**config.mk**
```make
export PLATFORM = sky130hd
export DESIGN_NAME = set_assoc_lru_cache_miss_counter
export DESIGN_NICKNAME = d
export VERILOG_FILES = /design/src/sv/slc_pkg.sv /design/src/sv/set_assoc_lru_cache_miss_counter.sv /design/src/sv/slc_addr_split.sv /design/src/sv/slc_tag_store.sv /design/src/sv/slc_way_update.sv
export SDC_FILE = /design/constraint.sdc
export NUM_CORES = 2
export LEC_CHECK = 0
export BUFFER_PORTS_ARGS = -buffer_cell sky130_fd_sc_hd__buf_2
export CAP_MARGIN = 30
export CELL_PAD_IN_SITES_DETAIL_PLACEMENT = 1
export CELL_PAD_IN_SITES_GLOBAL_PLACEMENT = 2
export CORE_MARGIN = 5
export CORE_UTILIZATION = 53
export DETAILED_ROUTE_END_ITERATION = 12
export GPL_ROUTABILITY_DRIVEN = 0
export PLACE_DENSITY = 0.84
export SYNTH_ARGS = -nofsm -noshare
export SYNTH_HDL_FRONTEND = slang
export SYNTH_SLANG_ARGS = --single-unit
export TNS_END_PERCENT = 50
```
**constraint.sdc**
```tcl
create_clock -name clk -period 13.2 [get_ports clk]
set_input_delay 0 -clock clk [delete_from_list [all_inputs] [get_ports clk]]
set_output_delay 0 -clock clk [all_outputs]
set_load 0.1 [all_outputs]
```
**src/sv/slc_pkg.sv**
```systemverilog
`default_nettype none

package slc_pkg;

  localparam int CACHE_SIZE_DEF  = 4096;
  localparam int WAYS_DEF        = 2;
  localparam int LINE_BYTES_DEF  = 32;
  localparam int ADDR_BITS_DEF   = 32;

  localparam int ADDR_W  = 32;
  localparam int COUNT_W = 48;

  localparam logic CMD_ACCESS = 1'b0;
  localparam logic CMD_CLEAR  = 1'b1;

  localparam logic [COUNT_W-1:0] COUNT_MAX = '1;

  typedef struct packed {
    logic valid;
    logic clear;
  } slc_ctl_t;

  typedef struct packed {
    logic ready;
    logic clear_pending;
  } slc_front_t;

endpackage

`default_nettype wire

```
**src/sv/set_assoc_lru_cache_miss_counter.sv**
```systemverilog
`default_nettype none

// Set-associative cache model with least recently used replacement and a saturating 48-bit
// miss counter. Each transfer carries either an access (cmd 0, byte address) or a clear
// (cmd 1); every transfer yields one result. Accesses are taken one per cycle unless an output
// stall, a clear in flight or the clearing pass holds the input; their results pass three address
// stages (line number, tag, set index), then the registered read of the set's row from a single
// memory of SETS rows, with the update written back while the next access reads, forwarded when
// both address the same set. After reset, and after every clear has produced its result, a clearing
// pass writes each of the SETS rows once (64 with the default sizes) while no input is taken.
// The set count and line size are reduced by exact constant division, so any sizes in range work.
module set_assoc_lru_cache_miss_counter #(
  parameter int CACHE_SIZE  = slc_pkg::CACHE_SIZE_DEF,
  parameter int WAYS        = slc_pkg::WAYS_DEF,
  parameter int LINE_BYTES  = slc_pkg::LINE_BYTES_DEF,
  parameter int ADDR_BITS   = slc_pkg::ADDR_BITS_DEF
) (
  input  wire                         clk,
  input  wire                         rst_n,
  input  wire                         in_valid,
  output logic                        in_ready,
  input  wire                         in_cmd,
  input  wire [slc_pkg::ADDR_W-1:0]   in_address,
  output logic                        out_valid,
  input  wire                         out_ready,
  output logic                        out_hit,
  output logic                        out_way_used,
  output logic [slc_pkg::COUNT_W-1:0] out_miss_count
);

  localparam int ADDR_EFF = (ADDR_BITS < slc_pkg::ADDR_W) ? ADDR_BITS : slc_pkg::ADDR_W;
  localparam int RAW_SETS = CACHE_SIZE / (WAYS * LINE_BYTES);
  localparam int SETS     = (RAW_SETS == 0) ? 1 : RAW_SETS;
  localparam logic [63:0] LINE_MAX = ((64'd1 << ADDR_EFF) - 64'd1) / 64'(LINE_BYTES);
  localparam logic [63:0] TAG_MAX  = LINE_MAX / 64'(SETS);
  localparam int LINE_W   = (LINE_MAX == 64'd0) ? 1 : $clog2(LINE_MAX + 64'd1);
  localparam int TAG_W    = (TAG_MAX == 64'd0) ? 1 : $clog2(TAG_MAX + 64'd1);
  localparam int SET_W    = (SETS > 1) ? $clog2(SETS) : 1;
  localparam int RANK_W   = (WAYS > 1) ? $clog2(WAYS) : 1;
  localparam int ROW_W    = WAYS * (TAG_W + 1 + RANK_W);
  localparam int RANK_OFS = WAYS * (TAG_W + 1);

  slc_pkg::slc_front_t front;
  slc_pkg::slc_ctl_t   s2_ctl;
  logic [SET_W-1:0]    s2_set;
  logic [TAG_W-1:0]    s2_tag;

  slc_pkg::slc_ctl_t   s3_ctl_r;
  logic [SET_W-1:0]    s3_set_r;
  logic [TAG_W-1:0]    s3_tag_r;

  logic                sweep_r;
  logic                sweep_nxt;
  logic [SET_W-1:0]    sweep_cnt_r;
  logic [SET_W-1:0]    sweep_cnt_nxt;

  logic [slc_pkg::COUNT_W-1:0] miss_cnt_r;
  logic [slc_pkg::COUNT_W-1:0] miss_cnt_nxt;

  logic                out_valid_r;
  logic                out_hit_r;
  logic                out_way_r;
  logic [slc_pkg::COUNT_W-1:0] out_count_r;

  logic                move;
  logic                s3_rdy;
  logic                s3_go;
  logic                in_take;

  logic [ROW_W-1:0]    rd_row;
  logic [ROW_W-1:0]    upd_row;
  logic [ROW_W-1:0]    reset_row;
  logic                upd_hit;
  logic [RANK_W-1:0]   upd_way;

  logic                wr_en;
  logic [SET_W-1:0]    wr_addr;
  logic [ROW_W-1:0]    wr_data;

  assign move    = !out_valid_r || out_ready;
  assign s3_rdy  = !s3_ctl_r.valid || move;
  assign s3_go   = s3_ctl_r.valid && move;

  assign in_ready = front.ready && !sweep_r && !front.clear_pending && !s3_ctl_r.clear;
  assign in_take  = in_valid && in_ready;

  slc_addr_split #(
    .ADDR_EFF   (ADDR_EFF),
    .LINE_BYTES (LINE_BYTES),
    .SETS       (SETS),
    .LINE_W     (LINE_W),
    .TAG_W      (TAG_W),
    .SET_W      (SET_W)
  ) u_split (
    .clk      (clk),
    .rst_n    (rst_n),
    .in_take  (in_take),
    .in_clear (in_cmd == slc_pkg::CMD_CLEAR),
    .in_addr  (in_address[ADDR_EFF-1:0]),
    .dn_ready (s3_rdy),
    .front    (front),
    .s2_ctl   (s2_ctl),
    .s2_set   (s2_set),
    .s2_tag   (s2_tag)
  );

  slc_tag_store #(
    .SETS  (SETS),
    .SET_W (SET_W),
    .ROW_W (ROW_W)
  ) u_store (
    .clk     (clk),
    .rst_n   (rst_n),
    .rd_en   (s3_rdy && s2_ctl.valid),
    .rd_addr (s2_set),
    .wr_en   (wr_en),
    .wr_addr (wr_addr),
    .wr_data (wr_data),
    .rd_data (rd_row)
  );

  slc_way_update #(
    .WAYS   (WAYS),
    .TAG_W  (TAG_W),
    .RANK_W (RANK_W),
    .ROW_W  (ROW_W)
  ) u_update (
    .row_in  (rd_row),
    .tag     (s3_tag_r),
    .row_out (upd_row),
    .hit     (upd_hit),
    .way     (upd_way)
  );

  // An empty row: no valid ways and way w holding rank w.
  always_comb begin
    reset_row = '0;
    for (int w = 0; w < WAYS; w++) begin
      reset_row[RANK_OFS + w*RANK_W +: RANK_W] = RANK_W'(w);
    end
  end

  assign wr_en   = sweep_r || (s3_go && !s3_ctl_r.clear);
  assign wr_addr = sweep_r ? sweep_cnt_r : s3_set_r;
  assign wr_data = sweep_r ? reset_row : upd_row;

  always_comb begin
    sweep_nxt     = sweep_r;
    sweep_cnt_nxt = sweep_cnt_r;
    if (s3_go && s3_ctl_r.clear) begin
      sweep_nxt     = 1'b1;
      sweep_cnt_nxt = '0;
    end else if (sweep_r) begin
      if (sweep_cnt_r == SET_W'(SETS - 1)) begin
        sweep_nxt = 1'b0;
      end else begin
        sweep_cnt_nxt = sweep_cnt_r + SET_W'(1);
      end
    end
  end

  always_comb begin
    miss_cnt_nxt = miss_cnt_r;
    if (s3_go) begin
      if (s3_ctl_r.clear) begin
        miss_cnt_nxt = '0;
      end else if (!upd_hit && (miss_cnt_r != slc_pkg::COUNT_MAX)) begin
        miss_cnt_nxt = miss_cnt_r + slc_pkg::COUNT_W'(1);
      end
    end
  end

  always_ff @(posedge clk) begin
    if (!rst_n) begin
      s3_ctl_r    <= '0;
      sweep_r     <= 1'b1;
      sweep_cnt_r <= '0;
      miss_cnt_r  <= '0;
      out_valid_r <= 1'b0;
    end else begin
      if (s3_rdy) begin
        s3_ctl_r <= s2_ctl;
      end
      sweep_r     <= sweep_nxt;
      sweep_cnt_r <= sweep_cnt_nxt;
      miss_cnt_r  <= miss_cnt_nxt;
      if (s3_go) begin
        out_valid_r <= 1'b1;
      end else if (out_ready) begin
        out_valid_r <= 1'b0;
      end
    end
  end

  always_ff @(posedge clk) begin
    if (s3_rdy) begin
      s3_set_r <= s2_set;
      s3_tag_r <= s2_tag;
    end
    if (s3_go) begin
      out_hit_r   <= !s3_ctl_r.clear && upd_hit;
      out_way_r   <= !s3_ctl_r.clear && upd_way[0];
      out_count_r <= miss_cnt_nxt;
    end
  end

  assign out_valid      = out_valid_r;
  assign out_hit        = out_hit_r;
  assign out_way_used   = out_way_r;
  assign out_miss_count = out_count_r;

`ifndef SYNTHESIS
  a_clear_starts_sweep: assert property (@(posedge clk) disable iff (!rst_n)
    (s3_go && s3_ctl_r.clear) |=> sweep_r)
    else $error("clear did not start the clearing pass");

  a_no_lookup_in_sweep: assert property (@(posedge clk) disable iff (!rst_n)
    sweep_r |-> !s3_ctl_r.valid)
    else $error("lookup stage busy during the clearing pass");

  a_hit_keeps_count: assert property (@(posedge clk) disable iff (!rst_n)
    (s3_go && !s3_ctl_r.clear && upd_hit) |=> (miss_cnt_r == $past(miss_cnt_r)))
    else $error("miss count changed on a hit");

  a_miss_adds_one: assert property (@(posedge clk) disable iff (!rst_n)
    (s3_go && !s3_ctl_r.clear && !upd_hit && (miss_cnt_r != slc_pkg::COUNT_MAX))
    |=> (miss_cnt_r == $past(miss_cnt_r) + slc_pkg::COUNT_W'(1)))
    else $error("miss count did not advance by one on a miss");
`endif

endmodule

`default_nettype wire

```
**src/sv/slc_addr_split.sv**
```systemverilog
`default_nettype none

module slc_addr_split #(
  parameter int ADDR_EFF   = 32,
  parameter int LINE_BYTES = 32,
  parameter int SETS       = 64,
  parameter int LINE_W     = 27,
  parameter int TAG_W      = 21,
  parameter int SET_W      = 6
) (
  input  wire                     clk,
  input  wire                     rst_n,
  input  wire                     in_take,
  input  wire                     in_clear,
  input  wire [ADDR_EFF-1:0]      in_addr,
  input  wire                     dn_ready,
  output slc_pkg::slc_front_t     front,
  output slc_pkg::slc_ctl_t       s2_ctl,
  output logic [SET_W-1:0]        s2_set,
  output logic [TAG_W-1:0]        s2_tag
);

  // Division by a constant: q = (n * M) >> K with M = ceil(2^K / d) and K = N + ceil(log2 d).
  localparam int L1  = $clog2(LINE_BYTES);
  localparam int K1  = ADDR_EFF + L1;
  localparam int PW1 = 2 * ADDR_EFF + 2;
  localparam logic [63:0] M1 =
    ((64'd1 << K1) + 64'(LINE_BYTES) - 64'd1) / 64'(LINE_BYTES);

  localparam int L2  = $clog2(SETS);
  localparam int K2  = LINE_W + L2;
  localparam int PW2 = 2 * LINE_W + 2;
  localparam logic [63:0] M2 =
    ((64'd1 << K2) + 64'(SETS) - 64'd1) / 64'(SETS);

  slc_pkg::slc_ctl_t s0_ctl_r;
  slc_pkg::slc_ctl_t s1_ctl_r;
  slc_pkg::slc_ctl_t s2_ctl_r;

  logic [ADDR_EFF-1:0] s0_addr_r;
  logic [LINE_W-1:0]   s1_line_r;
  logic [LINE_W-1:0]   s2_line_r;
  logic [TAG_W-1:0]    s2_tag_r;

  logic rdy0;
  logic rdy1;
  logic rdy2;

  logic [PW1-1:0]    prod1;
  logic [PW2-1:0]    prod2;
  logic [LINE_W-1:0] line0;
  logic [TAG_W-1:0]  tag1;
  logic [LINE_W-1:0] base2;
  logic [LINE_W-1:0] rem2;

  assign rdy2 = !s2_ctl_r.valid || dn_ready;
  assign rdy1 = !s1_ctl_r.valid || rdy2;
  assign rdy0 = !s0_ctl_r.valid || rdy1;

  assign prod1 = {{(PW1 - ADDR_EFF){1'b0}}, s0_addr_r} * PW1'(M1);
  assign line0 = prod1[K1 +: LINE_W];

  assign prod2 = {{(PW2 - LINE_W){1'b0}}, s1_line_r} * PW2'(M2);
  assign tag1  = prod2[K2 +: TAG_W];

  assign base2 = LINE_W'(LINE_W'(s2_tag_r) * LINE_W'(SETS));
  assign rem2  = s2_line_r - base2;

  always_ff @(posedge clk) begin
    if (!rst_n) begin
      s0_ctl_r <= '0;
      s1_ctl_r <= '0;
      s2_ctl_r <= '0;
    end else begin
      if (rdy0) begin
        s0_ctl_r.valid <= in_take;
        s0_ctl_r.clear <= in_take && in_clear;
      end
      if (rdy1) begin
        s1_ctl_r <= s0_ctl_r;
      end
      if (rdy2) begin
        s2_ctl_r <= s1_ctl_r;
      end
    end
  end

  always_ff @(posedge clk) begin
    if (rdy0 && in_take) begin
      s0_addr_r <= in_addr;
    end
    if (rdy1) begin
      s1_line_r <= line0;
    end
    if (rdy2) begin
      s2_line_r <= s1_line_r;
      s2_tag_r  <= tag1;
    end
  end

  assign front.ready         = rdy0;
  assign front.clear_pending = s0_ctl_r.clear || s1_ctl_r.clear || s2_ctl_r.clear;

  assign s2_ctl = s2_ctl_r;
  assign s2_set = SET_W'(rem2);
  assign s2_tag = s2_tag_r;

endmodule

`default_nettype wire

```
**src/sv/slc_tag_store.sv**
```systemverilog
`default_nettype none

module slc_tag_store #(
  parameter int SETS  = 64,
  parameter int SET_W = 6,
  parameter int ROW_W = 46
) (
  input  wire              clk,
  input  wire              rst_n,
  input  wire              rd_en,
  input  wire [SET_W-1:0]  rd_addr,
  input  wire              wr_en,
  input  wire [SET_W-1:0]  wr_addr,
  input  wire [ROW_W-1:0]  wr_data,
  output logic [ROW_W-1:0] rd_data
);

  logic [ROW_W-1:0] mem [SETS];
  logic [ROW_W-1:0] rd_q_r;
  logic [ROW_W-1:0] byp_row_r;
  logic             byp_r;

  always_ff @(posedge clk) begin
    if (wr_en) begin
      mem[wr_addr] <= wr_data;
    end
  end

  always_ff @(posedge clk) begin
    if (rd_en) begin
      rd_q_r    <= mem[rd_addr];
      byp_row_r <= wr_data;
    end
  end

  // A write to the row being read in the same cycle is forwarded.
  always_ff @(posedge clk) begin
    if (!rst_n) begin
      byp_r <= 1'b0;
    end else if (rd_en) begin
      byp_r <= wr_en && (wr_addr == rd_addr);
    end
  end

  assign rd_data = byp_r ? byp_row_r : rd_q_r;

endmodule

`default_nettype wire

```
**src/sv/slc_way_update.sv**
```systemverilog
`default_nettype none

module slc_way_update #(
  parameter int WAYS   = 2,
  parameter int TAG_W  = 21,
  parameter int RANK_W = 1,
  parameter int ROW_W  = 46
) (
  input  wire  [ROW_W-1:0]  row_in,
  input  wire  [TAG_W-1:0]  tag,
  output logic [ROW_W-1:0]  row_out,
  output logic              hit,
  output logic [RANK_W-1:0] way
);

  localparam int VLD_OFS  = WAYS * TAG_W;
  localparam int RANK_OFS = WAYS * (TAG_W + 1);

  logic [TAG_W-1:0]  tags [WAYS];
  logic              vld  [WAYS];
  logic [RANK_W-1:0] rnk  [WAYS];

  logic              found;
  logic [RANK_W-1:0] hit_way;
  logic              has_empty;
  logic [RANK_W-1:0] empty_way;
  logic [RANK_W-1:0] old_way;
  logic [RANK_W-1:0] victim;
  logic [RANK_W-1:0] vic_rank;

  always_comb begin
    for (int w = 0; w < WAYS; w++) begin
      tags[w] = row_in[w*TAG_W +: TAG_W];
      vld[w]  = row_in[VLD_OFS + w];
      rnk[w]  = row_in[RANK_OFS + w*RANK_W +: RANK_W];
    end

    found     = 1'b0;
    hit_way   = '0;
    has_empty = 1'b0;
    empty_way = '0;
    old_way   = '0;
    for (int w = WAYS - 1; w >= 0; w--) begin
      if (vld[w] && (tags[w] == tag)) begin
        found   = 1'b1;
        hit_way = RANK_W'(w);
      end
      if (!vld[w]) begin
        has_empty = 1'b1;
        empty_way = RANK_W'(w);
      end
      if (rnk[w] == '0) begin
        old_way = RANK_W'(w);
      end
    end

    if (found) begin
      victim = hit_way;
    end else if (has_empty) begin
      victim = empty_way;
    end else begin
      victim = old_way;
    end
    vic_rank = rnk[victim];

    row_out = row_in;
    for (int w = 0; w < WAYS; w++) begin
      if (victim == RANK_W'(w)) begin
        row_out[RANK_OFS + w*RANK_W +: RANK_W] = RANK_W'(WAYS - 1);
        if (!found) begin
          row_out[w*TAG_W +: TAG_W] = tag;
          row_out[VLD_OFS + w]      = 1'b1;
        end
      end else if (rnk[w] > vic_rank) begin
        row_out[RANK_OFS + w*RANK_W +: RANK_W] = rnk[w] - RANK_W'(1);
      end
    end

    hit = found;
    way = victim;
  end

endmodule

`default_nettype wire
```
=== Word level (Yosys, flattened, before mapping) ===
Memory sizes are Yosys's and may differ from the RTL's. A register that Yosys moved wholly into a read port is not among the register bits.
Index checks and enable logic that the tools add are counted.

* $lt $le $gt $ge: 3
* Bitwise logic cells: 3
* Equality and inequality tests: 5
* Reductions and logical operators: 36
* Add/sub/neg operators: 5
* Muxes and demuxes: 37

{| class="wikitable"
|+ Operators with widths
! cell !! number
|-
| $mux 48 || 3
|-
| $mux 46 || 2
|-
| $mux 21 || 4
|-
| $add 48x1->48 const B || 1
|-
| $ne 48x48->1 const B || 1
|-
| $eq 21x21->1 || 2
|-
| $mux 1 || 27
|-
| $logic_and 1x1->1 || 16
|-
| $logic_not 1->1 || 9
|-
| $logic_or 1x1->1 || 8
|-
| $add 6x1->6 const B || 1
|-
| $eq 6x6->1 || 1
|-
| $eq 6x6->1 const B || 1
|-
| $mux 6 || 1
|-
| $sub 6x1->6 const B || 1
|-
| $ge 2x2->1 const B || 1
|-
| $gt 1x1->1 || 2
|-
| $not 1->1 || 2
|-
| $not 1->2 || 1
|-
| $reduce_and 2->1 || 1
|-
| $reduce_bool 2->1 || 1
|-
| $reduce_or 2->1 || 1
|-
| $sub 1x1->1 const B || 2
|}

* Logic and storage cells: 113
* Flip-flop bits (word level): 274
* Output and inout port bits: 52
* RAM bits: 2944
* Memories: 1
* Bits of input ports: 37

{| class="wikitable"
|+ Memories
! name !! depth !! bits a word !! read ports !! clocked after Yosys merged registers in !! write ports !! RTL line !! RTL
|-
| u_store.mem || 64 || 46 || 1 || 1 || 1 || slc_tag_store.sv:18 || <nowiki>logic [ROW_W-1:0] mem [SETS];</nowiki>
|}

=== Logic depth before layout (Yosys ltp) ===
* Depth after elaboration: 14
* Depth in mapped cells: 14
* Mapped depth without buffers: 10

=== Modules after synthesis ===
Synthesis repeated with hierarchy kept, for this count alone.

* Cell total of the unflattened synthesis: 5689
* Area total of the unflattened synthesis: 125246.4 µm²

{| class="wikitable"
|+ By module, submodules not included
! module !! area each (µm²) !! cells each !! times used !! sequential area each (µm²)
|-
| slc_tag_store || 115482.0 || 4915 || 1 || 91187.5
|-
| set_assoc_lru_cache_miss_counter || 5824.3 || 542 || 1 || 3473.3
|-
| slc_addr_split || 2701.3 || 107 || 1 || 2552.4
|-
| slc_way_update || 1238.7 || 125 || 1 || 0.0
|}

=== Worst setup path before layout ===
OpenSTA, ideal clock, no wires.

* Path kind: register -> register
* Start point: register u_store.byp_r
* End point: register u_store.byp_row_r[10], data pin
* Clock period less this slack: 5.629 ns
* Data required time: 12.471 ns
* Setup time: 0.729 ns
* Slack: 7.571 ns
* Buffers on the path: 6
* Cell stages (with the launch flop): 14
* Arrival time: 4.900 ns
* Cell sequence: dfxtp_1 buf_6 buf_8 buf_6 buf_6 mux2i_1 xnor2_1 nor4_1 nand2_1 nor2_1 or3_1 buf_2 buf_2 a211oi_1

* Longest elaborated chain between the ends: 8
* Elaborated cells on any way between the ends: 18
* Those cells by class: 2 x eq/ne; 14 x mux; 2 x reduce/logical

{| class="wikitable"
|+ Ends and longest elaborated chain
! what !! RTL line !! RTL
|-
| from (decl) || slc_tag_store.sv:21 || <nowiki>logic byp_r;</nowiki>
|-
| from (signal assigned) || slc_tag_store.sv:41 || <nowiki>byp_r <= wr_en && (wr_addr == rd_addr);</nowiki>
|-
| $mux 46 * || slc_tag_store.sv:45 || <nowiki>assign rd_data = byp_r ? byp_row_r : rd_q_r;</nowiki>
|-
| $eq 21x21->1 || slc_way_update.sv:44 || <nowiki>if (vld[w] && (tags[w] == tag)) begin</nowiki>
|-
| $logic_and 1x1->1 || slc_way_update.sv:44 ||
|-
| $mux 1 (2 in a row) || slc_way_update.sv:44 ||
|-
| $mux 21 / $mux 1 (equally long branches) || slc_way_update.sv:70, slc_way_update.sv:57 ||
|-
| $mux 21 * || slc_way_update.sv:68 || <nowiki>if (victim == RANK_W'(w)) begin</nowiki>
|-
| $mux 46 * || set_assoc_lru_cache_miss_counter.sv:145 || <nowiki>assign wr_data = sweep_r ? reset_row : upd_row;</nowiki>
|-
| net u_store.wr_data[10] || slc_tag_store.sv:14 || <nowiki>input wire [ROW_W-1:0] wr_data,</nowiki>
|-
| to (signal assigned) || slc_tag_store.sv:32 || <nowiki>byp_row_r <= wr_data;</nowiki>
|-
| to (decl) || slc_tag_store.sv:20 || <nowiki>logic [ROW_W-1:0] byp_row_r;</nowiki>
|}

The timed path passes the listed nets; every way through them passes the cells marked *.
A chain may end at the register's enable or synchronous reset.

=== Worst setup path after layout ===
* Start point: register u_store.byp_r
* End point: memory u_store.mem[52][40], data pin

* Longest elaborated chain between the ends: 8
* Elaborated cells on any way between the ends: 18
* Those cells by class: 2 x eq/ne; 14 x mux; 2 x reduce/logical

{| class="wikitable"
|+ Ends and longest elaborated chain
! what !! RTL line
|-
| $mux 46 * || slc_tag_store.sv:45
|-
| $eq 21x21->1 || slc_way_update.sv:44
|-
| $logic_and 1x1->1 || slc_way_update.sv:44
|-
| $mux 1 (2 in a row) || slc_way_update.sv:44
|-
| $mux 21 / $mux 1 (equally long branches) || slc_way_update.sv:70, slc_way_update.sv:57
|-
| $mux 21 * || slc_way_update.sv:68
|-
| $mux 46 * || set_assoc_lru_cache_miss_counter.sv:145
|-
| net u_store.wr_data[40] || slc_tag_store.sv:14
|-
| to (decl) || slc_tag_store.sv:18
|}

Marks and branches as above.

==> metrics.md <==
| Metric | Value |
|---|---|
| Peak VDD IR | `0.137 mV` |
| CTS tree | `yes` |
| Post-cts gate resize count | `0` |
| Most common cell type on the critical path | `buf_4` |
| Min-Delay Endpoint | `u_split.s0_addr_r[6]` |
| Synth-to-layout area growth | `14.1%` |
| All-Layer GR Usage | `0.298` |
| Endpoints failing hold | `0` |
| Slew margin rel. | `0.249` |
| Initial antenna violation count | `14` |
| Clock Tree Root | `clkbuf_16` |
| Final wirelength | `361000 µm` |
| Sequential area share after synthesis | `0.782` |
| Final Net Count | `5663` |
| Avg Inst Size Synth | `23.9 µm²` |
| Peak per-stage delay on the critical path | `0.77 ns` |
| Final Skew | `0.0763 ns` |
| Multi-input logic area | `0.0269 mm²` |
| Distinct cells, synth | `54` |
| Crit path kind | `reg2reg` |
| Hold Startpoint | `in_address[6]` |
| Die Y | `494 µm` |
| Commonest non-fill, non-tap cell in the layout | `edfxtp_1` |
| PortBufs | `83` |
| Register Area | `0.0972 mm²` |
| Critical Path End Type | `flip-flop` |
| # setup viols final | `0` |
| Clock transition at path regs | `0.06 ns` |
| Max Clock Freq | `148 MHz` |
| Fill cells | `18654` |
| CTS Buffer Depth | `4` |
| Initial Utilization | `0.534` |
| First-pass GRT wire length | `507000 µm` |
| Most frequent cells in the layout | `edfxtp_1 (3194), mux4_2 (957), clkbuf_16 (348), buf_4 (172), nor2_1 (160)` |
| Boundary pin count | `89` |
| Clk sinks | `3259` |
| DR vias/cell | `6.88` |
| Cell Area, Synth | `0.124 mm²` |
| CP max FO | `49` |
| Clock Latency Late Sink | `0.98 ns` |
| Final period utilization | `0.511` |
| Core area | `0.233 mm²` |
| Crit Reg-Reg Endpoint | `u_store.mem[52][40]` |
| Hold Crit Depth | `3` |
| Placed Cells | `8344` |
| Post-synth top flop | `edfxtp_1` |
| DP HPWL | `181000 µm` |
| Via count | `61992` |
| First drt pass iteration count | `6` |
| Leak Pwr | `50.5 nW` |
| Worst reg2reg setup slack | `6.45 ns` |
| Post-synth EDFFs | `3194` |
| Actual slew at the worst max-slew pin | `1.13 ns` |
| Share of layout cells above drive strength 1 | `0.313` |
| Max H-tree Level | `5` |
| Finished Layout Cells | `9010` |
| Pin count of the biggest net entering global routing | `142` |
| Postcts setup bufs | `0` |
| RR Startpoint | `u_store.byp_r` |
| Vias in the first global route | `63978` |
| Period minus WS final | `6.75 ns` |
| Slowest cell on crit path | `dfxtp_4` |
| Post-Place Worst Slack | `6.78 ns` |
| Max cap viols | `0` |
| Core Rows | `177` |
| Die X | `494 µm` |
| R2R depth | `12` |
| Cell Chain, Critical Path | `buf_4 > mux2i_1 > xnor2_1 > nor4_1 > nand4_1 > a2111oi_2 > a31oi_2 > nand2_4 > buf_4 > nor2_1 > a211oi_4 > buf_4` |
| Initial DRC count | `9359` |
| GR Overflow Total | `0` |
| Critical Path RT | `13.89 ns` |
| Syn Inst Count | `5197` |
| DRC errors left | `0` |
| Syn_nets | `5236` |
| Power Density | `146 mW/mm²` |
| Hold/Removal Path Class | `in2reg` |
| RSZ-0062 raised after global routing | `no` |
| Synth Register Bits | `3259` |
| Fraction of registers with async set/reset | `0` |
| Final setup TNS | `0 ns` |
| Antenna viol nets, final | `0` |
| Yosys warns | `0` |
| Pins Over Slew Limit | `0` |
| Final Power | `20.6 mW` |
| Critical Path Start Type | `flip-flop` |
| Cts bufs inserted | `339` |
| Critical Path AT | `7.44 ns` |
| Final Worst Setup Slack | `6.45 ns` |
| Status | `complete, no violations` |
| Die area | `0.244 mm²` |
| Drt wl/cell | `40.1 µm` |
==> sequential cells by signal (all words and copies together), names as in the netlist, 27 cells and up <==
name and flops:
u_store.mem 2944, u_store.byp_row_r 46, u_split.s0_addr_r 27, out_miss_count 48
u_split.s1_line_r 27, miss_cnt_r 48, u_store.rd_q_r 46
==> critical path: cells and delay by family (launching register included) <==
family	cells	cell delay (ns)
compound gates	3	1.63
xor+xnor	1	0.30
mux	1	0.50
flops	1	0.77
simple gates	4	1.22
buf+inv	3	1.92
==> metrics by stage <==
stage	instance area [µm²]	hold WS, ns	utilization
after detailed placement	130000	0.178	0.560
after CTS	142000	0.213	0.608
after global placement	130000	0.182	0.558
after floorplan	124000	0.0989	-
final	142000	0.272	0.609
after global routing	142000	0.274	0.609
==> cells by family (layout without fill, tap and decap cells) <==
family,Yosys count,after routing,share of synthesized area
DFF,3259,3259,0.782
muxes,1026,1026,0.179
AOI/OAI and AO/OA,94,94,0.00600
xor gates and xnor gates,97,97,0.00683
adders and majority gates,2,2,0.000201
buffers and inverters,284,959,0.00939
and+or+nand+nor,435,435,0.0163
other,0,6,0
==> power breakdown <==
part / internal (mW) / switching, mW
registers: 11.2 / 0.0162
clock network: 5.31 / 3.94
logic: 0.0422 / 0.0883
total: 16.6 / 4.05
==> cells in the mapped netlist, types with 9 or more instances <==
cell	instances	share of area
nor4_1	20	0.0010
nand3_1	44	0.0018
nor2b_1	9	0.00045
dfxtp_1	65	0.010
xor2_1	47	0.0033
xnor2_1	50	0.0035
nor2_1	225	0.0068
buf_2	18	0.00072
mux2_2	10	0.00091
o21ai_0	19	0.00076
and3_1	26	0.0013
a211oi_2	18	0.0018
clkbuf_1	167	0.0050
a211oi_1	25	0.0015
nand2_1	45	0.0014
inv_1	15	0.00045
mux4_2	957	0.17
buf_1	72	0.0022
edfxtp_1	3194	0.77
mux2i_1	50	0.0040
nand4_1	26	0.0013
a21oi_1	11	0.00044
==> final cells by class <==
class | count | area share
clock inverters | 178 | 0.0107
flip-flops and latches | 3259 | 0.686
diodes | 6 | 0.000106
repair buffers | 355 | 0.0224
well taps | 3132 | 0.0276
multi-input cells | 1654 | 0.190
clock buffers | 411 | 0.0633
inverters | 15 | 0.000397
==> timing repair <==
item / in CTS / in global routing
hold endpoints to repair: 72 / 0
setup endpoints to repair: 0 / 0
hold buffers: 64 / 0
==> worst max path at each step <==
stage                        from                    end  slack [ns]
global route        u_store.byp_r    u_store.mem[12][40]        6.43
floorplan           u_store.byp_r  u_store.byp_row_r[10]        7.57
finish              u_store.byp_r    u_store.mem[52][40]        6.45
CTS                 u_store.byp_r    u_store.mem[30][40]        6.65
detailed placement  u_store.byp_r    u_store.mem[35][40]        6.78
global placement    u_store.byp_r    u_store.mem[54][40]        7.01
==> metal layers <==
layer	part of all wire	global-route usage
met3	0.12	0.0852
met4	0.053	0.139
met1	0.34	0.390
met2	0.48	0.468
met5	0.00058	0.00528
(Power assumes the default switching activity.)
